==> src/rtl/srd_pkg.sv <==
`timescale 1ns / 1ps

package srd_pkg;

  // Sizing of the step counters and the hold time
  localparam int COUNT_WIDTH = 15;
  localparam int DELAY_WIDTH = 16;

  // Fixed widths of the register fields and the step count field
  localparam int REG_W    = 16;
  localparam int ACCEL_W  = 12;
  localparam int RAMP_W   = ACCEL_W + 1;
  localparam int STEP_W   = 16;
  localparam int CFG_IDX_W = 2;

  // Signed working width of the hold-time arithmetic
  localparam int HOLD_CALC_W = ((DELAY_WIDTH > REG_W) ? DELAY_WIDTH : REG_W) + 2;

  // Register reset values
  localparam logic [REG_W-1:0]   BASE_DELAY_RST = 16'd4000;
  localparam logic [ACCEL_W-1:0] ACCEL_STEP_RST = 12'd200;
  localparam logic [REG_W-1:0]   MIN_DELAY_RST  = 16'd2400;
  localparam logic [REG_W-1:0]   MAX_DELAY_RST  = 16'd4000;

  // Coil pattern per phase, two coils on, bit k drives pin k
  localparam logic [3:0] COIL_TABLE [4] = '{4'h9, 4'h3, 4'h6, 4'hC};

  typedef enum logic [CFG_IDX_W-1:0] {
    REG_BASE_DELAY = 2'd0,
    REG_ACCEL_STEP = 2'd1,
    REG_MIN_DELAY  = 2'd2,
    REG_MAX_DELAY  = 2'd3
  } srd_reg_e;

  typedef struct packed {
    logic [REG_W-1:0]   base_delay;
    logic [ACCEL_W-1:0] accel_step;
    logic [REG_W-1:0]   min_delay;
    logic [REG_W-1:0]   max_delay;
  } srd_cfg_t;

endpackage

==> src/rtl/srd_hold_calc.sv <==
`timescale 1ns / 1ps

// Next hold time: previous value plus ramp, clamp to min then max, saturate.
module srd_hold_calc import srd_pkg::*; (
  input  srd_cfg_t                        cfg_i,
  input  logic signed [HOLD_CALC_W-1:0]   prev_i,
  input  logic signed [RAMP_W-1:0]        ramp_i,
  output logic        [DELAY_WIDTH-1:0]   hold_o
);

  localparam logic signed [HOLD_CALC_W-1:0] DelayMax =
    HOLD_CALC_W'((64'd1 << DELAY_WIDTH) - 64'd1);

  logic signed [HOLD_CALC_W-1:0] sum;
  logic signed [HOLD_CALC_W-1:0] min_ext;
  logic signed [HOLD_CALC_W-1:0] max_ext;
  logic signed [HOLD_CALC_W-1:0] lo_clamped;
  logic signed [HOLD_CALC_W-1:0] hi_clamped;
  logic signed [HOLD_CALC_W-1:0] saturated;

  assign sum = prev_i + {{(HOLD_CALC_W-RAMP_W){ramp_i[RAMP_W-1]}}, ramp_i};
  assign min_ext = {{(HOLD_CALC_W-REG_W){1'b0}}, cfg_i.min_delay};
  assign max_ext = {{(HOLD_CALC_W-REG_W){1'b0}}, cfg_i.max_delay};

  // The max clamp comes last, so it wins when min is above max
  assign lo_clamped = (sum <= min_ext) ? min_ext : sum;
  assign hi_clamped = (lo_clamped >= max_ext) ? max_ext : lo_clamped;
  assign saturated  = (hi_clamped > DelayMax) ? DelayMax : hi_clamped;
  assign hold_o     = saturated[DELAY_WIDTH-1:0];

endmodule

==> src/rtl/stepper_full_step_ramp_driver.sv <==
`timescale 1ns / 1ps

// Two-motor full-step stepper sequencer with an acceleration ramp. Each input
// transfer is either a one-microsecond tick (tuser = 0) or a move command
// (tuser = 1) carrying a signed step count and a motor select; every input
// transfer yields exactly one output transfer with both motors' coil levels,
// the busy flag after that item, and a reject flag for a move that arrived
// while a move was still running. A move writes pin 0 of its first step at
// once; each following pin is written on the tick that ends the hold of the
// previous one, and busy drops on the tick that ends pin 3 of the last step.
// The hold time starts at base_delay - 2*accel_step, falls by accel_step per
// step until count/5, holds until 4*count/5, then rises, clamped to
// [min_delay, max_delay] (max wins). Step counts saturate to 2^15 - 1.
// Rate: one item per clock cycle sustained while the result stream is not
// stalled; each item passes an input register and then a result register,
// which offers the result on the output stream. The per-item work
// (hold-time add and clamp, phase and pin update, one constant multiply for
// count/5) fits between these two registers.
// Configuration writes take effect at the next clock edge; base_delay is only
// read when a move starts.
module stepper_full_step_ramp_driver import srd_pkg::*; (
  input  logic                 clk_i,
  input  logic                 rst_ni,
  // Configuration write port
  input  logic                 cfg_we_i,
  input  logic [CFG_IDX_W-1:0] cfg_idx_i,
  input  logic [REG_W-1:0]     cfg_data_i,
  // Input stream
  input  logic                 s_axis_tvalid,
  output logic                 s_axis_tready,
  input  logic [23:0]          s_axis_tdata,  // [15:0] step_count, [16] motor_select
  input  logic                 s_axis_tuser,  // [0] cmd
  // Result stream
  output logic                 m_axis_tvalid,
  input  logic                 m_axis_tready,
  output logic [15:0]          m_axis_tdata   // [3:0] coils_first, [7:4] coils_second,
                                              // [8] busy_res, [9] rejected
);

  localparam int MagW = (COUNT_WIDTH > STEP_W) ? COUNT_WIDTH : STEP_W;
  localparam logic [MagW-1:0] CountMax = MagW'({COUNT_WIDTH{1'b1}});
  // Reciprocal of 5, exact for every count value
  localparam int Div5Shift = COUNT_WIDTH + 2;
  localparam int Div5Mult  = ((2 ** Div5Shift) + 4) / 5;
  localparam int ProdW     = 2 * COUNT_WIDTH;

  // ---------------------------------------------------------------------------
  // Configuration registers
  // ---------------------------------------------------------------------------
  srd_cfg_t cfg_q;

  always_ff @(posedge clk_i or negedge rst_ni) begin
    if (!rst_ni) begin
      cfg_q.base_delay <= BASE_DELAY_RST;
      cfg_q.accel_step <= ACCEL_STEP_RST;
      cfg_q.min_delay  <= MIN_DELAY_RST;
      cfg_q.max_delay  <= MAX_DELAY_RST;
    end else if (cfg_we_i) begin
      case (srd_reg_e'(cfg_idx_i))
        REG_BASE_DELAY: cfg_q.base_delay <= cfg_data_i;
        REG_ACCEL_STEP: cfg_q.accel_step <= cfg_data_i[ACCEL_W-1:0];
        REG_MIN_DELAY:  cfg_q.min_delay  <= cfg_data_i;
        REG_MAX_DELAY:  cfg_q.max_delay  <= cfg_data_i;
        default: ;
      endcase
    end
  end

  // ---------------------------------------------------------------------------
  // Input register and result register handshake
  // ---------------------------------------------------------------------------
  logic              in_valid_q;
  logic              in_cmd_q;
  logic [STEP_W-1:0] in_count_q;
  logic              in_motor_q;
  logic              out_valid_q;
  logic [15:0]       out_data_q;
  logic              advance;

  // Move the held item into the result register whenever that slot frees up
  assign advance       = in_valid_q && (!out_valid_q || m_axis_tready);
  assign s_axis_tready = !in_valid_q || advance;
  assign m_axis_tvalid = out_valid_q;
  assign m_axis_tdata  = out_data_q;

  always_ff @(posedge clk_i or negedge rst_ni) begin
    if (!rst_ni) begin
      in_valid_q  <= 1'b0;
      out_valid_q <= 1'b0;
    end else begin
      if (s_axis_tready) begin
        in_valid_q <= s_axis_tvalid;
      end
      if (advance) begin
        out_valid_q <= 1'b1;
      end else if (m_axis_tready) begin
        out_valid_q <= 1'b0;
      end
    end
  end

  always_ff @(posedge clk_i) begin
    if (s_axis_tready && s_axis_tvalid) begin
      in_cmd_q   <= s_axis_tuser;
      in_count_q <= s_axis_tdata[STEP_W-1:0];
      in_motor_q <= s_axis_tdata[STEP_W];
    end
  end

  // ---------------------------------------------------------------------------
  // Sequencer state
  // ---------------------------------------------------------------------------
  logic [1:0]              phase_first_q, phase_first_d;
  logic [1:0]              phase_second_q, phase_second_d;
  logic [3:0]              coils_first_q, coils_first_d;
  logic [3:0]              coils_second_q, coils_second_d;
  logic signed [RAMP_W-1:0] ramp_q, ramp_d;
  logic [DELAY_WIDTH-1:0]  hold_q, hold_d;
  logic [COUNT_WIDTH-1:0]  steps_done_q, steps_done_d;
  logic [COUNT_WIDTH-1:0]  steps_total_q, steps_total_d;
  logic [COUNT_WIDTH-1:0]  cruise_q, cruise_d;
  logic [COUNT_WIDTH-1:0]  decel_q, decel_d;
  logic [1:0]              pin_q, pin_d;
  logic [DELAY_WIDTH-1:0]  wait_q, wait_d;
  logic                    backward_q, backward_d;
  logic                    active_q, active_d;
  logic                    moving_q, moving_d;

  // Step count magnitude, saturated to the counter range
  logic [STEP_W-1:0]      cnt_abs;
  logic [MagW-1:0]        cnt_wide;
  logic [COUNT_WIDTH-1:0] mag;
  logic [ProdW-1:0]       div_prod;
  logic [COUNT_WIDTH-1:0] quot5;
  logic [COUNT_WIDTH-1:0] quot5_x5;
  logic [2:0]             rem5;
  logic [COUNT_WIDTH-1:0] decel_new;

  assign cnt_abs  = in_count_q[STEP_W-1] ? (~in_count_q + STEP_W'(1)) : in_count_q;
  assign cnt_wide = MagW'(cnt_abs);
  assign mag      = (cnt_wide > CountMax) ? COUNT_WIDTH'(CountMax)
                                          : COUNT_WIDTH'(cnt_wide);

  // count/5 by reciprocal; 4*count/5 = 4*q + (r == 0 ? 0 : r - 1)
  assign div_prod  = ProdW'(mag) * ProdW'(Div5Mult);
  assign quot5     = COUNT_WIDTH'(div_prod >> Div5Shift);
  assign quot5_x5  = COUNT_WIDTH'({quot5, 2'b00}) + quot5;
  assign rem5      = 3'(mag - quot5_x5);
  assign decel_new = COUNT_WIDTH'({quot5, 2'b00})
                   + COUNT_WIDTH'((rem5 == 3'd0) ? 3'd0 : (rem5 - 3'd1));

  logic signed [RAMP_W-1:0]      neg_accel;
  logic signed [RAMP_W-1:0]      pos_accel;
  logic [COUNT_WIDTH-1:0]        sd_inc;
  logic                          start_step;
  logic                          do_write;
  logic                          cruise_hit;
  logic                          decel_hit;
  logic signed [RAMP_W-1:0]      cur_ramp;
  logic signed [RAMP_W-1:0]      step_ramp;
  logic signed [HOLD_CALC_W-1:0] prev_hold;
  logic [DELAY_WIDTH-1:0]        new_hold;
  logic [1:0]                    pin_phase;
  logic                          pin_bit;
  logic                          rejected;

  assign pos_accel = {1'b0, cfg_q.accel_step};
  assign neg_accel = -pos_accel;
  assign sd_inc    = steps_done_q + COUNT_WIDTH'(1);
  assign step_ramp = decel_hit ? pos_accel : (cruise_hit ? '0 : cur_ramp);

  srd_hold_calc u_hold_calc (
    .cfg_i  (cfg_q),
    .prev_i (prev_hold),
    .ramp_i (step_ramp),
    .hold_o (new_hold)
  );

  always_comb begin
    phase_first_d  = phase_first_q;
    phase_second_d = phase_second_q;
    coils_first_d  = coils_first_q;
    coils_second_d = coils_second_q;
    ramp_d         = ramp_q;
    hold_d         = hold_q;
    steps_done_d   = steps_done_q;
    steps_total_d  = steps_total_q;
    cruise_d       = cruise_q;
    decel_d        = decel_q;
    pin_d          = pin_q;
    wait_d         = wait_q;
    backward_d     = backward_q;
    active_d       = active_q;
    moving_d       = moving_q;
    rejected       = 1'b0;
    start_step     = 1'b0;
    do_write       = 1'b0;
    cruise_hit     = 1'b0;
    decel_hit      = 1'b0;
    cur_ramp       = ramp_q;
    prev_hold      = {{(HOLD_CALC_W-DELAY_WIDTH){1'b0}}, hold_q};
    pin_phase      = 2'd0;
    pin_bit        = 1'b0;

    if (advance) begin
      if (!in_cmd_q) begin
        // Tick: count down the hold, then advance pin, then advance step
        if (moving_q) begin
          if (wait_q > DELAY_WIDTH'(1)) begin
            wait_d = wait_q - DELAY_WIDTH'(1);
          end else if (pin_q != 2'd3) begin
            pin_d    = pin_q + 2'd1;
            do_write = 1'b1;
            wait_d   = hold_q;
          end else begin
            steps_done_d = sd_inc;
            if (sd_inc >= steps_total_q) begin
              moving_d = 1'b0;
              wait_d   = '0;
              pin_d    = 2'd0;
              ramp_d   = neg_accel;
            end else begin
              start_step = 1'b1;
              cruise_hit = (sd_inc == cruise_q);
              decel_hit  = (sd_inc == decel_q);
            end
          end
        end
      end else if (moving_q) begin
        rejected = 1'b1;
      end else begin
        backward_d = in_count_q[STEP_W-1];
        active_d   = in_motor_q;
        ramp_d     = neg_accel;
        if (mag != '0) begin
          steps_total_d = mag;
          steps_done_d  = '0;
          cruise_d      = quot5;
          decel_d       = decel_new;
          moving_d      = 1'b1;
          start_step    = 1'b1;
          cur_ramp      = neg_accel;
          // First step compares step 0 against count/5 and 4*count/5
          cruise_hit    = (mag < COUNT_WIDTH'(5));
          decel_hit     = (mag < COUNT_WIDTH'(2));
          prev_hold     = {{(HOLD_CALC_W-REG_W){1'b0}}, cfg_q.base_delay}
                        - {{(HOLD_CALC_W-ACCEL_W){1'b0}}, cfg_q.accel_step};
        end
      end

      if (start_step) begin
        ramp_d = step_ramp;
        if (active_d) begin
          phase_second_d = backward_d ? (phase_second_q - 2'd1) : (phase_second_q + 2'd1);
        end else begin
          phase_first_d = backward_d ? (phase_first_q - 2'd1) : (phase_first_q + 2'd1);
        end
        hold_d   = new_hold;
        wait_d   = new_hold;
        pin_d    = 2'd0;
        do_write = 1'b1;
      end

      // Drive the selected pin to its level for the current phase
      if (do_write) begin
        pin_phase = active_d ? phase_second_d : phase_first_d;
        pin_bit   = COIL_TABLE[pin_phase][pin_d];
        if (active_d) begin
          coils_second_d[pin_d] = pin_bit;
        end else begin
          coils_first_d[pin_d] = pin_bit;
        end
      end
    end
  end

  always_ff @(posedge clk_i or negedge rst_ni) begin
    if (!rst_ni) begin
      phase_first_q  <= '0;
      phase_second_q <= '0;
      coils_first_q  <= '0;
      coils_second_q <= '0;
      ramp_q         <= '0;
      hold_q         <= '0;
      steps_done_q   <= '0;
      steps_total_q  <= '0;
      cruise_q       <= '0;
      decel_q        <= '0;
      pin_q          <= '0;
      wait_q         <= '0;
      backward_q     <= 1'b0;
      active_q       <= 1'b0;
      moving_q       <= 1'b0;
    end else begin
      phase_first_q  <= phase_first_d;
      phase_second_q <= phase_second_d;
      coils_first_q  <= coils_first_d;
      coils_second_q <= coils_second_d;
      ramp_q         <= ramp_d;
      hold_q         <= hold_d;
      steps_done_q   <= steps_done_d;
      steps_total_q  <= steps_total_d;
      cruise_q       <= cruise_d;
      decel_q        <= decel_d;
      pin_q          <= pin_d;
      wait_q         <= wait_d;
      backward_q     <= backward_d;
      active_q       <= active_d;
      moving_q       <= moving_d;
    end
  end

  // Result payload: levels and flags after this item
  always_ff @(posedge clk_i) begin
    if (advance) begin
      out_data_q <= {6'd0, rejected, moving_d, coils_second_d, coils_first_d};
    end
  end

  // ---------------------------------------------------------------------------
  // Assertions
  // ---------------------------------------------------------------------------
  a_idle_clean: assert property (@(posedge clk_i) disable iff (!rst_ni)
    !moving_q |-> (wait_q == '0) && (pin_q == 2'd0))
    else $error("idle sequencer holds a pending pin or wait");

  a_steps_in_range: assert property (@(posedge clk_i) disable iff (!rst_ni)
    moving_q |-> (steps_done_q < steps_total_q))
    else $error("step counter ran past the move length");

  a_wait_bounded: assert property (@(posedge clk_i) disable iff (!rst_ni)
    moving_q |-> (wait_q <= hold_q))
    else $error("hold countdown exceeds the hold time");

  a_reject_busy: assert property (@(posedge clk_i) disable iff (!rst_ni)
    out_valid_q && out_data_q[9] |-> out_data_q[8])
    else $error("rejected move reported without busy");

  a_other_motor_quiet: assert property (@(posedge clk_i) disable iff (!rst_ni)
    advance && !in_cmd_q && moving_q && active_q |=> $stable(coils_first_q))
    else $error("tick disturbed the coils of the idle motor");

endmodule
==> config.mk <==
export PLATFORM = sky130hd
export DESIGN_NAME = stepper_full_step_ramp_driver
export DESIGN_NICKNAME = d
export VERILOG_FILES = /design/src/rtl/srd_pkg.sv /design/src/rtl/srd_hold_calc.sv /design/src/rtl/stepper_full_step_ramp_driver.sv
export SDC_FILE = /design/constraint.sdc
export NUM_CORES = 1
export LEC_CHECK = 0
export BUFFER_PORTS_ARGS = -buffer_cell sky130_fd_sc_hd__buf_2
export CAP_MARGIN = 20
export CELL_PAD_IN_SITES_DETAIL_PLACEMENT = 0
export CELL_PAD_IN_SITES_GLOBAL_PLACEMENT = 1
export CORE_AREA = 2 2 209 211
export DETAILED_ROUTE_END_ITERATION = 6
export DIE_AREA = 0 0 211 213
export PLACE_DENSITY_LB_ADDON = 0.1
export RECOVER_POWER = 100
export SKIP_CTS_REPAIR_TIMING = 1
export SLEW_MARGIN = 40
export SYNTH_ARGS = -nofsm -noshare
export SYNTH_HDL_FRONTEND = slang
export SYNTH_HIERARCHICAL = 1
export SYNTH_SLANG_ARGS = --single-unit
==> constraint.sdc <==
create_clock -name clk_i -period 13 [get_ports clk_i]
set_input_delay 1.3 -clock clk_i [delete_from_list [all_inputs] [get_ports clk_i]]
set_output_delay 1.3 -clock clk_i [all_outputs]
set_load 0.05 [all_outputs]
==> out/metrics.cfg, run 1 <==
[setup_path]
worstPathMaxFanout = 32
critPathKind = register to register
cp.arrival_ns = 12.42
cp_slowest_cell = nor4b_1
end_kind = register
path_delay_family = simple AND/OR/NAND/NOR gates
required_ns = 13.45
slowest_delay_ns = 1.18
critPathLaunchType = register
cp_num_buf_inv = 4

[synth]
ys_warn_count = 6
synth_top_cell_by_area = dfrtp_1
ys_ff_latch = 210
netlist_instances = 2041
synth.top_cells.by_area = dfrtp_1 (21%), ha_1 (14%), fa_1 (7.4%)
synth_edf_count = 28
synth_top_area_share_pct = 21.4
synthAdderAreaFrac_pct = 21.8
synth_xor_area_share_pct = 6.24
syn_area_per_cell_um2 = 9.32
synth_top_family_by_area = adder cells
syn_area_mm2 = 0.0190
yosys-top-cells-count = ha_1 (220), inv_1 (203), nand2_1 (203), dfrtp_1 (163), o21ai_0 (121)
synth_top_flop_cell = dfrtp_1
synth_compound_area_share_pct = 15.9
ys_async_sr_fraction_pct = 86.7
synth_simple_gate_area_share_pct = 15.3
ys_seq_area_share_pct = 28.5
yosysUniqueCellTypes = 105
synth.most_common_cell = ha_1
muxShareOfSynthArea_pct = 6.35

[clock_network]
clk_latency_ns = 0.56
path_clk_slew_ns = 0.06
cts_root_buf = clkbuf_16
cts_inserted_buffers = 26
htreeDepth = 1
numClockSinks = 210
cts.path.max_buffers = 3
cts_tree = done

[route]
drc = 0
routed-via-count = 14795
first_pass_iters = 5
finalWirelength_mm = 50.4
drtIter0Drc = 818
ant_nets = 0
wl_per_cell_um = 19.0
via_per_inst = 5.58

[final_layout]
area_growth_pct = 8.37
stdcell_count = 2651
num-nets-final = 2423
n_antenna_cell = 0
drive_gt1_share_pct = 12.4

[sta]
min_period_ns = 11.97
setup_tns_ns = 0
relSlewSlack_pct = -135
timing.final.crit_share_pct = 92.1
worst_slew_pin_slew_ns = 3.52
finalHoldViolations = 0
rsz0062_at_grt = false
drv_slew = 246
fin_skew_ns = 0.0126
setup-violations-final = 0
max_freq_ghz = 0.0835

[floorplanning]
start_util_pct = 44.5
num_rows = 76
pin_count = 66
die_h_um = 213
die_x_um = 211
dieArea_mm2 = 0.0449
core_area_mm2 = 0.0427

[global_routing]
grt-ovfl-total = 0
grt_pass1_wl_mm = 79.3
antenna_found_initial = 0
grt_max_degree = 65
grt_pass1_vias = 14139
grt_use_total_pct = 22.6

[run_status]
violations = max-capacitance violations, max-slew violations
status = finished with violations

[placement]
io_buffers = 52
dp_hpwl_mm = 39.4
gp_congestion = 0.890
placedCellCount = 2600

[hold_path]
worstHoldPathType = register to register

[flow_run]
maxCapViolations = 5

-- cell families (layout without fill, tap and decap cells) --
| kind of cell | after synthesis | in the layout |
|---|---|---|
| fa+ha+maj | 290 | 290 |
| xor+xnor | 129 | 129 |
| compound gates | 453 | 453 |
| buf+inv | 279 | 338 |
| mux | 109 | 109 |
| simple gates | 570 | 570 |
| flops | 210 | 210 |
| other cells | 1 | 6 |
-- path summary, 6_finish.rpt --
check	cells past startpoint	slack [ns]	from	end
worst max-delay path	41	1.03	in_count_q[0]	hold_q[14]
worst min-delay path	2	0.48	backward_q	backward_q
worst max register to register	41	1.03	in_count_q[0]	hold_q[14]
worst min register to register	2	0.48	backward_q	backward_q
max in group asynchronous	2	6.44	rst_ni	wait_q[15]
min in group asynchronous	1	1.93	rst_ni	decel_q[9]
-- area by class of cell --
class                           count  area, um2
Clock buffer                       36        728
Clock inverter                     12        129
Fill cell                        4122      22100
Inverter                          208        781
Multi-Input combinational cell   1557      12500
Sequential cell                   210       5420
Tap cell                          546        683
Timing Repair Buffer               82        410
-- metrics by stage --
step	area, um2	hold slack [ns]	util (%)	worst slack (ns)
after floorplan	19000	0.450	-	2.52
after global placement	19900	0.468	46.5	1.49
after detailed placement	19900	0.473	46.6	1.42
after CTS	20700	0.487	48.6	1.32
after global routing	20600	0.505	48.3	0.304
final	20600	0.476	48.3	1.03
-- per-layer routing --
layer | global-route usage (%) | part of all wire (%)
met3 | 3.24 | 5.1
met1 | 35.7 | 52
met2 | 32.8 | 41
met5 | 0 | 0
met4 | 3.30 | 1.2
-- worst register-to-register path: cells and delay by family, from the launching register on --
family / cells / cell delay, ns
AO/OA/AOI/OAI: 19 / 4.47
adder cells (fa/ha/maj): 4 / 1.12
buffers and inverters: 4 / 0.54
flip-flops: 1 / 0.49
AND/OR/NAND/NOR: 12 / 4.57
multiplexers: 1 / 0.40
XOR/XNOR: 1 / 0.28
-- sequential cells by signal, summed over array words and instances (netlist names), 4 cells and up --
signal          flops
hold_q             16
wait_q             16
ramp_q             13
in_count_q         16
decel_q            15
cfg_q              60
cruise_q           13
steps_total_q      15
coils_first_q       4
steps_done_q       15
coils_second_q      4
m_axis_tdata       10
-- cells in the final DEF (no fill, tap or decap), types with 10 or more instances in the layout --
master,synthesis,final
inv_1,203,204
a211oi_1,39,40
and2_1,17,10
or2_2,11,11
buf_4,7,15
xor2_1,46,46
dfstp_2,19,19
a21o_1,25,25
nand2b_1,20,20
o211ai_1,10,10
nand3_1,25,25
fa_1,70,70
nand2_1,203,205
clkbuf_1,35,36
and3_1,21,21
o21ai_0,121,122
a21oi_1,101,102
mux2i_1,19,19
nor2_1,111,112
o31ai_1,33,33
or3_1,12,12
nor3_1,40,40
nor2b_1,20,20
nand4_1,23,23
dfrtp_1,163,163
xnor2_1,79,79
buf_2,16,37
clkbuf_16,0,26
o21a_1,15,15
mux2_2,89,83
edfxtp_1,28,28
ha_1,220,220
nor4_1,10,10
Power of run 1 is not shown: default switching activity piles up to over one toggle a cycle in this logic, so the estimate is an artifact.
==> run 2, diff against run 1 <==
--- a/config.mk
+++ b/config.mk
@@ -12,7 +12,7 @@
 export CORE_AREA = 2 2 209 211
 export DETAILED_ROUTE_END_ITERATION = 6
 export DIE_AREA = 0 0 211 213
-export PLACE_DENSITY_LB_ADDON = 0.1
+export PLACE_DENSITY = 0.8
 export RECOVER_POWER = 100
 export SKIP_CTS_REPAIR_TIMING = 1
 export SLEW_MARGIN = 40
==> out/metrics.cfg, run 2 (synthesized netlist as in run 1, its figures left out) <==
[global_routing]
grt_pass1_vias = 14770  ; was 14139
grt-ovfl-total = 0  ; unchanged
grt.met2_usage_pct = 33.5  ; was 32.8%
grt_use_total_pct = 22.1  ; was 22.6%
grt_use_met3_pct = 2.49  ; was 3.24%
gr-max-usage-layer = met2  ; was met1
use_met1_pct = 33.0  ; was 35.7%
grt_pass1_wl_mm = 79.4  ; was 79.3 mm
grt_max_degree = 117  ; was 65
antenna_found_initial = 0  ; unchanged

[floorplanning]
dieArea_mm2 = 0.0449  ; unchanged
core_area_mm2 = 0.0427  ; unchanged
die_h_um = 213  ; unchanged
pin_count = 66  ; unchanged
die_x_um = 211  ; unchanged
start_util_pct = 44.5  ; unchanged
num_rows = 76  ; unchanged

[final_layout]
num-nets-final = 2411  ; was 2423
layout_commonest_cell = ha_1  ; unchanged
n_antenna_cell = 0  ; unchanged
drive_gt1_share_pct = 12.4  ; about the same
largest_reg_flops = 60  ; unchanged
stdcell_count = 2637  ; was 2651
area_growth_pct = 8.30  ; was 8.37%
final_cell_mix = ha_1 (220), nand2_1 (205), inv_1 (203), dfrtp_1 (163), o21ai_0 (122)  ; was ha_1 (220), nand2_1 (205), inv_1 (204), dfrtp_1 (163), o21ai_0 (122)
fillCellCount = 4051  ; was 4122
top_register = cfg_q  ; unchanged

[setup_path]
endpoint = wait_q[0]  ; was hold_q[14]
slowest_delay_ns = 0.87  ; was 1.18 ns
critPathLaunchType = register  ; unchanged
r2r_end = wait_q[0]  ; was hold_q[14]
cp.arrival_ns = 12.19  ; was 12.42 ns
critPathKind = register to register  ; unchanged
r2r_start = in_count_q[5]  ; was in_count_q[0]
rr_worst_depth = 40  ; was 41
ff2ff_setup_slack_ns = 1.25  ; was 1.03 ns
end_kind = register  ; unchanged
critPathLaunch = in_count_q[5]  ; was in_count_q[0]
required_ns = 13.44  ; was 13.45 ns
worstPathMaxFanout = 32  ; unchanged
cp_slowest_cell = nor3_1  ; was nor4b_1

[sta]
worst_slew_pin_slew_ns = 6.31  ; was 3.52 ns
rsz0062_at_grt = false  ; unchanged
setup_tns_ns = 0  ; unchanged
fin_skew_ns = 0.0181  ; was 0.0126 ns
max_freq_ghz = 0.0851  ; was 0.0835 GHz
relSlewSlack_pct = -321  ; was -135%
timing.final.crit_share_pct = 90.4  ; was 92.1%
min_period_ns = 11.75  ; was 11.97 ns
drv_slew = 267  ; was 246
finalHoldViolations = 0  ; unchanged
setup-violations-final = 0  ; unchanged

[route]
first_pass_iters = 5  ; unchanged
drc = 0  ; unchanged
routed-via-count = 14980  ; was 14795
finalWirelength_mm = 48.7  ; was 50.4 mm
wl_per_cell_um = 18.5  ; was 19.0 um
via_per_inst = 5.68  ; was 5.58
ant_nets = 0  ; unchanged
drtIter0Drc = 993  ; was 818

[clock_network]
cts_tree = done  ; unchanged
cts_root_buf = clkbuf_16  ; unchanged
numClockSinks = 210  ; unchanged
cts.path.max_buffers = 3  ; unchanged
path_clk_slew_ns = 0.06  ; about the same
htreeDepth = 1  ; unchanged
cts_inserted_buffers = 25  ; was 26
clk_latency_ns = 0.55  ; was 0.56 ns

[run_status]
violations = max-capacitance violations, max-slew violations  ; unchanged
status = finished with violations  ; unchanged

[placement]
dp_hpwl_mm = 38.1  ; was 39.4 mm
placedCellCount = 2591  ; was 2600
gp_congestion = 0.911  ; was 0.890
io_buffers = 52  ; unchanged

[hold_path]
worstHoldPathType = register to register  ; unchanged

[flow_run]
maxCapViolations = 6  ; was 5

## run 2: cell count changes in the layout (fill, tap and decap cells not counted), sizes merged
cell      delta
clkbuf       -9
buf          -2
clkinv       -3
bufinv       +2
clkinvlp     -2
## run 2: cell type report
type / instances / area [um2] / share of cell area, %
repair buffers: 71 / 362 / 1.76
multi-input cells: 1557 / 12500 / 60.6
clock inverters: 9 / 149 / 0.723
flip-flops and latches: 210 / 5420 / 26.3
inverters: 208 / 781 / 3.79
clock buffers: 36 / 717 / 3.48
well taps: 546 / 683 / 3.32
## run 2: worst min path at each step
stage / from / endpoint / slack (ns) / depth (start not counted)
finish: phase_first_q[1] / phase_first_q[1] / 0.49 / 1
global route: phase_first_q[1] / phase_first_q[1] / 0.51 / 1
CTS: phase_first_q[1] / phase_first_q[1] / 0.49 / 1
detailed placement: phase_first_q[1] / phase_first_q[1] / 0.48 / 1
global placement: backward_q / backward_q / 0.46 / 2
floorplan: backward_q / backward_q / 0.45 / 2
## run 2: per-layer routing
layer	up-vias	share of wire (%)
li1	7246	-
met5	-	0
met3	83	4.5
met1	7304	50
met2	347	43
met4	0	2.9
## run 2: stage by stage
| step | setup slack [ns] | hold slack, ns | utilization [%] | area [um2] |
|---|---|---|---|---|
| after floorplan | 2.52 | 0.450 | - | 19000 |
| after global placement | 1.64 | 0.465 | 46.4 | 19800 |
| after detailed placement | 1.50 | 0.483 | 46.5 | 19800 |
| after CTS | 1.49 | 0.494 | 48.5 | 20700 |
| after global routing | 0.489 | 0.507 | 48.2 | 20600 |
| final | 1.25 | 0.493 | 48.2 | 20600 |
## run 2: critical path, delay by kind of cell, from the launching register on
kind / cells / cell delay [ns]
compound gates: 18 / 4.53
xor+xnor: 1 / 0.27
fa+ha+maj: 4 / 1.17
buf+inv: 3 / 0.58
flops: 1 / 0.48
simple gates: 14 / 4.60
Power of run 2 is left out for the same reason.
==> run 3, diff against run 2 <==
--- a/config.mk
+++ b/config.mk
@@ -14,7 +14,6 @@
 export DIE_AREA = 0 0 211 213
 export PLACE_DENSITY = 0.8
 export RECOVER_POWER = 100
-export SKIP_CTS_REPAIR_TIMING = 1
 export SLEW_MARGIN = 40
 export SYNTH_ARGS = -nofsm -noshare
 export SYNTH_HDL_FRONTEND = slang
==> constraint.sdc (replaced) <==
create_clock -name clk_i -period 13.4 [get_ports clk_i]
set_input_delay 1.34 -clock clk_i [delete_from_list [all_inputs] [get_ports clk_i]]
set_output_delay 1.34 -clock clk_i [all_outputs]
set_load 0.05 [all_outputs]
==> out/metrics.cfg, run 3 (synthesized netlist as in run 1, its figures left out) <==
[setup_path]
cp.arrival_ns = 12.25  ; was 12.19 ns
end_kind = register  ; unchanged
cp_common_cell = a211oi_1
worstPathMaxFanout = 32  ; unchanged
r2r_end = wait_q[0]  ; unchanged
critPathKind = register to register  ; unchanged
rr_worst_depth = 35  ; was 40
r2r_start = in_count_q[7]  ; was in_count_q[5]
required_ns = 13.83  ; was 13.44 ns
cp_slowest_cell = a211oi_1  ; was nor3_1
slowest_delay_ns = 1.11  ; was 0.87 ns
critPathLaunchType = register  ; unchanged
ff2ff_setup_slack_ns = 1.59  ; was 1.25 ns

[route]
via_per_inst = 5.61  ; was 5.68
finalWirelength_mm = 48.3  ; was 48.7 mm
ant_nets = 0  ; unchanged
routed-via-count = 14788  ; was 14980
drc = 0  ; unchanged
first_pass_iters = 5  ; unchanged
wl_per_cell_um = 18.3  ; was 18.5 um
drtIter0Drc = 949  ; was 993

[clock_network]
hold_buffers = 0
cts.path.max_buffers = 3  ; unchanged
cts_resized = 0
clk_latency_ns = 0.54  ; was 0.55 ns
cts_tree = done  ; unchanged
cts_root_buf = clkbuf_16  ; unchanged
htreeDepth = 1  ; unchanged
cts_inserted_buffers = 25  ; unchanged
postCtsSetupBuffers = 0
path_clk_slew_ns = 0.06  ; about the same
numClockSinks = 210  ; unchanged

[final_layout]
multi_input_area_mm2 = 0.0125  ; about the same
layout_commonest_cell = ha_1  ; unchanged
num-nets-final = 2409  ; was 2411
fillCellCount = 3991  ; was 4051
area_growth_pct = 8.09  ; was 8.30%
drive_gt1_share_pct = 12.3  ; was 12.4%
design_area_mm2 = 0.0206  ; about the same
seqCellArea_mm2 = 0.00542  ; unchanged
largest_reg_flops = 60  ; unchanged
n_antenna_cell = 0  ; unchanged
final_cell_mix = ha_1 (220), nand2_1 (205), inv_1 (203), dfrtp_1 (163), o21ai_0 (122)  ; unchanged
fin_util_pct = 48.1  ; was 48.2%
top_register = cfg_q  ; unchanged

[global_routing]
grt_pass1_wl_mm = 79.4  ; about the same
antenna_found_initial = 0  ; unchanged
grt_pass1_vias = 14612  ; was 14770
use_met1_pct = 33.5  ; was 33.0%
grt-ovfl-total = 0  ; unchanged
grt_use_met3_pct = 2.18  ; was 2.49%
grt_max_degree = 112  ; was 117
gr-max-usage-layer = met2  ; unchanged
grt_use_total_pct = 22.0  ; was 22.1%
grt.met2_usage_pct = 33.8  ; was 33.5%

[placement]
dp_hpwl_mm = 37.9  ; was 38.1 mm
dpl-instance-area_mm2 = 0.0198  ; about the same
gp_congestion = 0.904  ; was 0.911
io_buffers = 52  ; unchanged

[sta]
max_freq_ghz = 0.0846  ; was 0.0851 GHz
finalHoldViolations = 0  ; unchanged
timing.final.crit_share_pct = 88.2  ; was 90.4%
min_period_ns = 11.81  ; was 11.75 ns
drv_slew = 260  ; was 267
worst_slew_pin_slew_ns = 6.27  ; was 6.31 ns
setup-violations-final = 0  ; unchanged
relSlewSlack_pct = -318  ; was -321%
setup_tns_ns = 0  ; unchanged
fin_skew_ns = 0.0150  ; was 0.0181 ns
rsz0062_at_grt = false  ; unchanged

[floorplanning]
die_x_um = 211  ; unchanged
num_rows = 76  ; unchanged
start_util_pct = 44.5  ; unchanged
dieArea_mm2 = 0.0449  ; unchanged
core_area_mm2 = 0.0427  ; unchanged
pin_count = 66  ; unchanged
die_h_um = 213  ; unchanged

[hold_path]
min_from = backward_q  ; was phase_first_q[1]
whs_endpoint = backward_q  ; was phase_first_q[1]
worstHoldPathType = register to register  ; unchanged
hold_depth = 2  ; was 1

[flow_run]
maxCapViolations = 5  ; was 6

[run_status]
status = finished with violations  ; unchanged
violations = max-capacitance violations, max-slew violations  ; unchanged

## run 3: cell types whose count changed in the layout (fill, tap and decap cells not counted), sizes merged
| cell | delta |
|---|---|
| clkbuf | -6 |
| clkinv | +6 |
| buf | -2 |
| bufinv | +1 |
| inv | -1 |
## run 3: critical path: cells and delay by family (launching register included)
| family | cells | cell delay (ns) |
|---|---|---|
| compound gates | 18 | 7.11 |
| simple gates | 12 | 2.65 |
| flops | 1 | 0.50 |
| buf+inv | 1 | 0.18 |
| fa+ha+maj | 3 | 0.97 |
| xor+xnor | 1 | 0.27 |
## run 3: final cells by class
type / count / area share, %
Multi-Input combinational cell: 1557 / 60.6
Inverter: 208 / 3.80
Tap cell: 546 / 3.32
Clock buffer: 30 / 3.25
Timing Repair Buffer: 69 / 1.69
Clock inverter: 15 / 0.956
Sequential cell: 210 / 26.4
## run 3: metrics by stage
stage	setup slack [ns]	hold WS (ns)	std cells
after global routing	0.601	0.512	2635
after global placement	2.08	0.464	2588
after CTS	1.93	0.484	2634
after detailed placement	1.95	0.471	2589
final	1.59	0.485	2635
after floorplan	2.92	0.450	2046
## run 3: worst max path at each step
stage / start / to
floorplan: in_count_q[7] / decel_q[14]
finish: in_count_q[7] / wait_q[0]
detailed placement: in_count_q[15] / decel_q[14]
global route: in_count_q[7] / wait_q[1]
global placement: in_count_q[15] / decel_q[14]
CTS: in_count_q[15] / decel_q[14]
## run 3: layer usage
| metal | wire (um) | up-vias | part of all wire (%) |
|---|---|---|---|
| li1 | - | 7247 | - |
| met1 | 24400 | 7178 | 51 |
| met2 | 21200 | 307 | 44 |
| met3 | 1750 | 56 | 3.6 |
| met4 | 929 | 0 | 1.9 |
| met5 | 0 | - | 0 |
Power of run 3 is left out for the same reason.
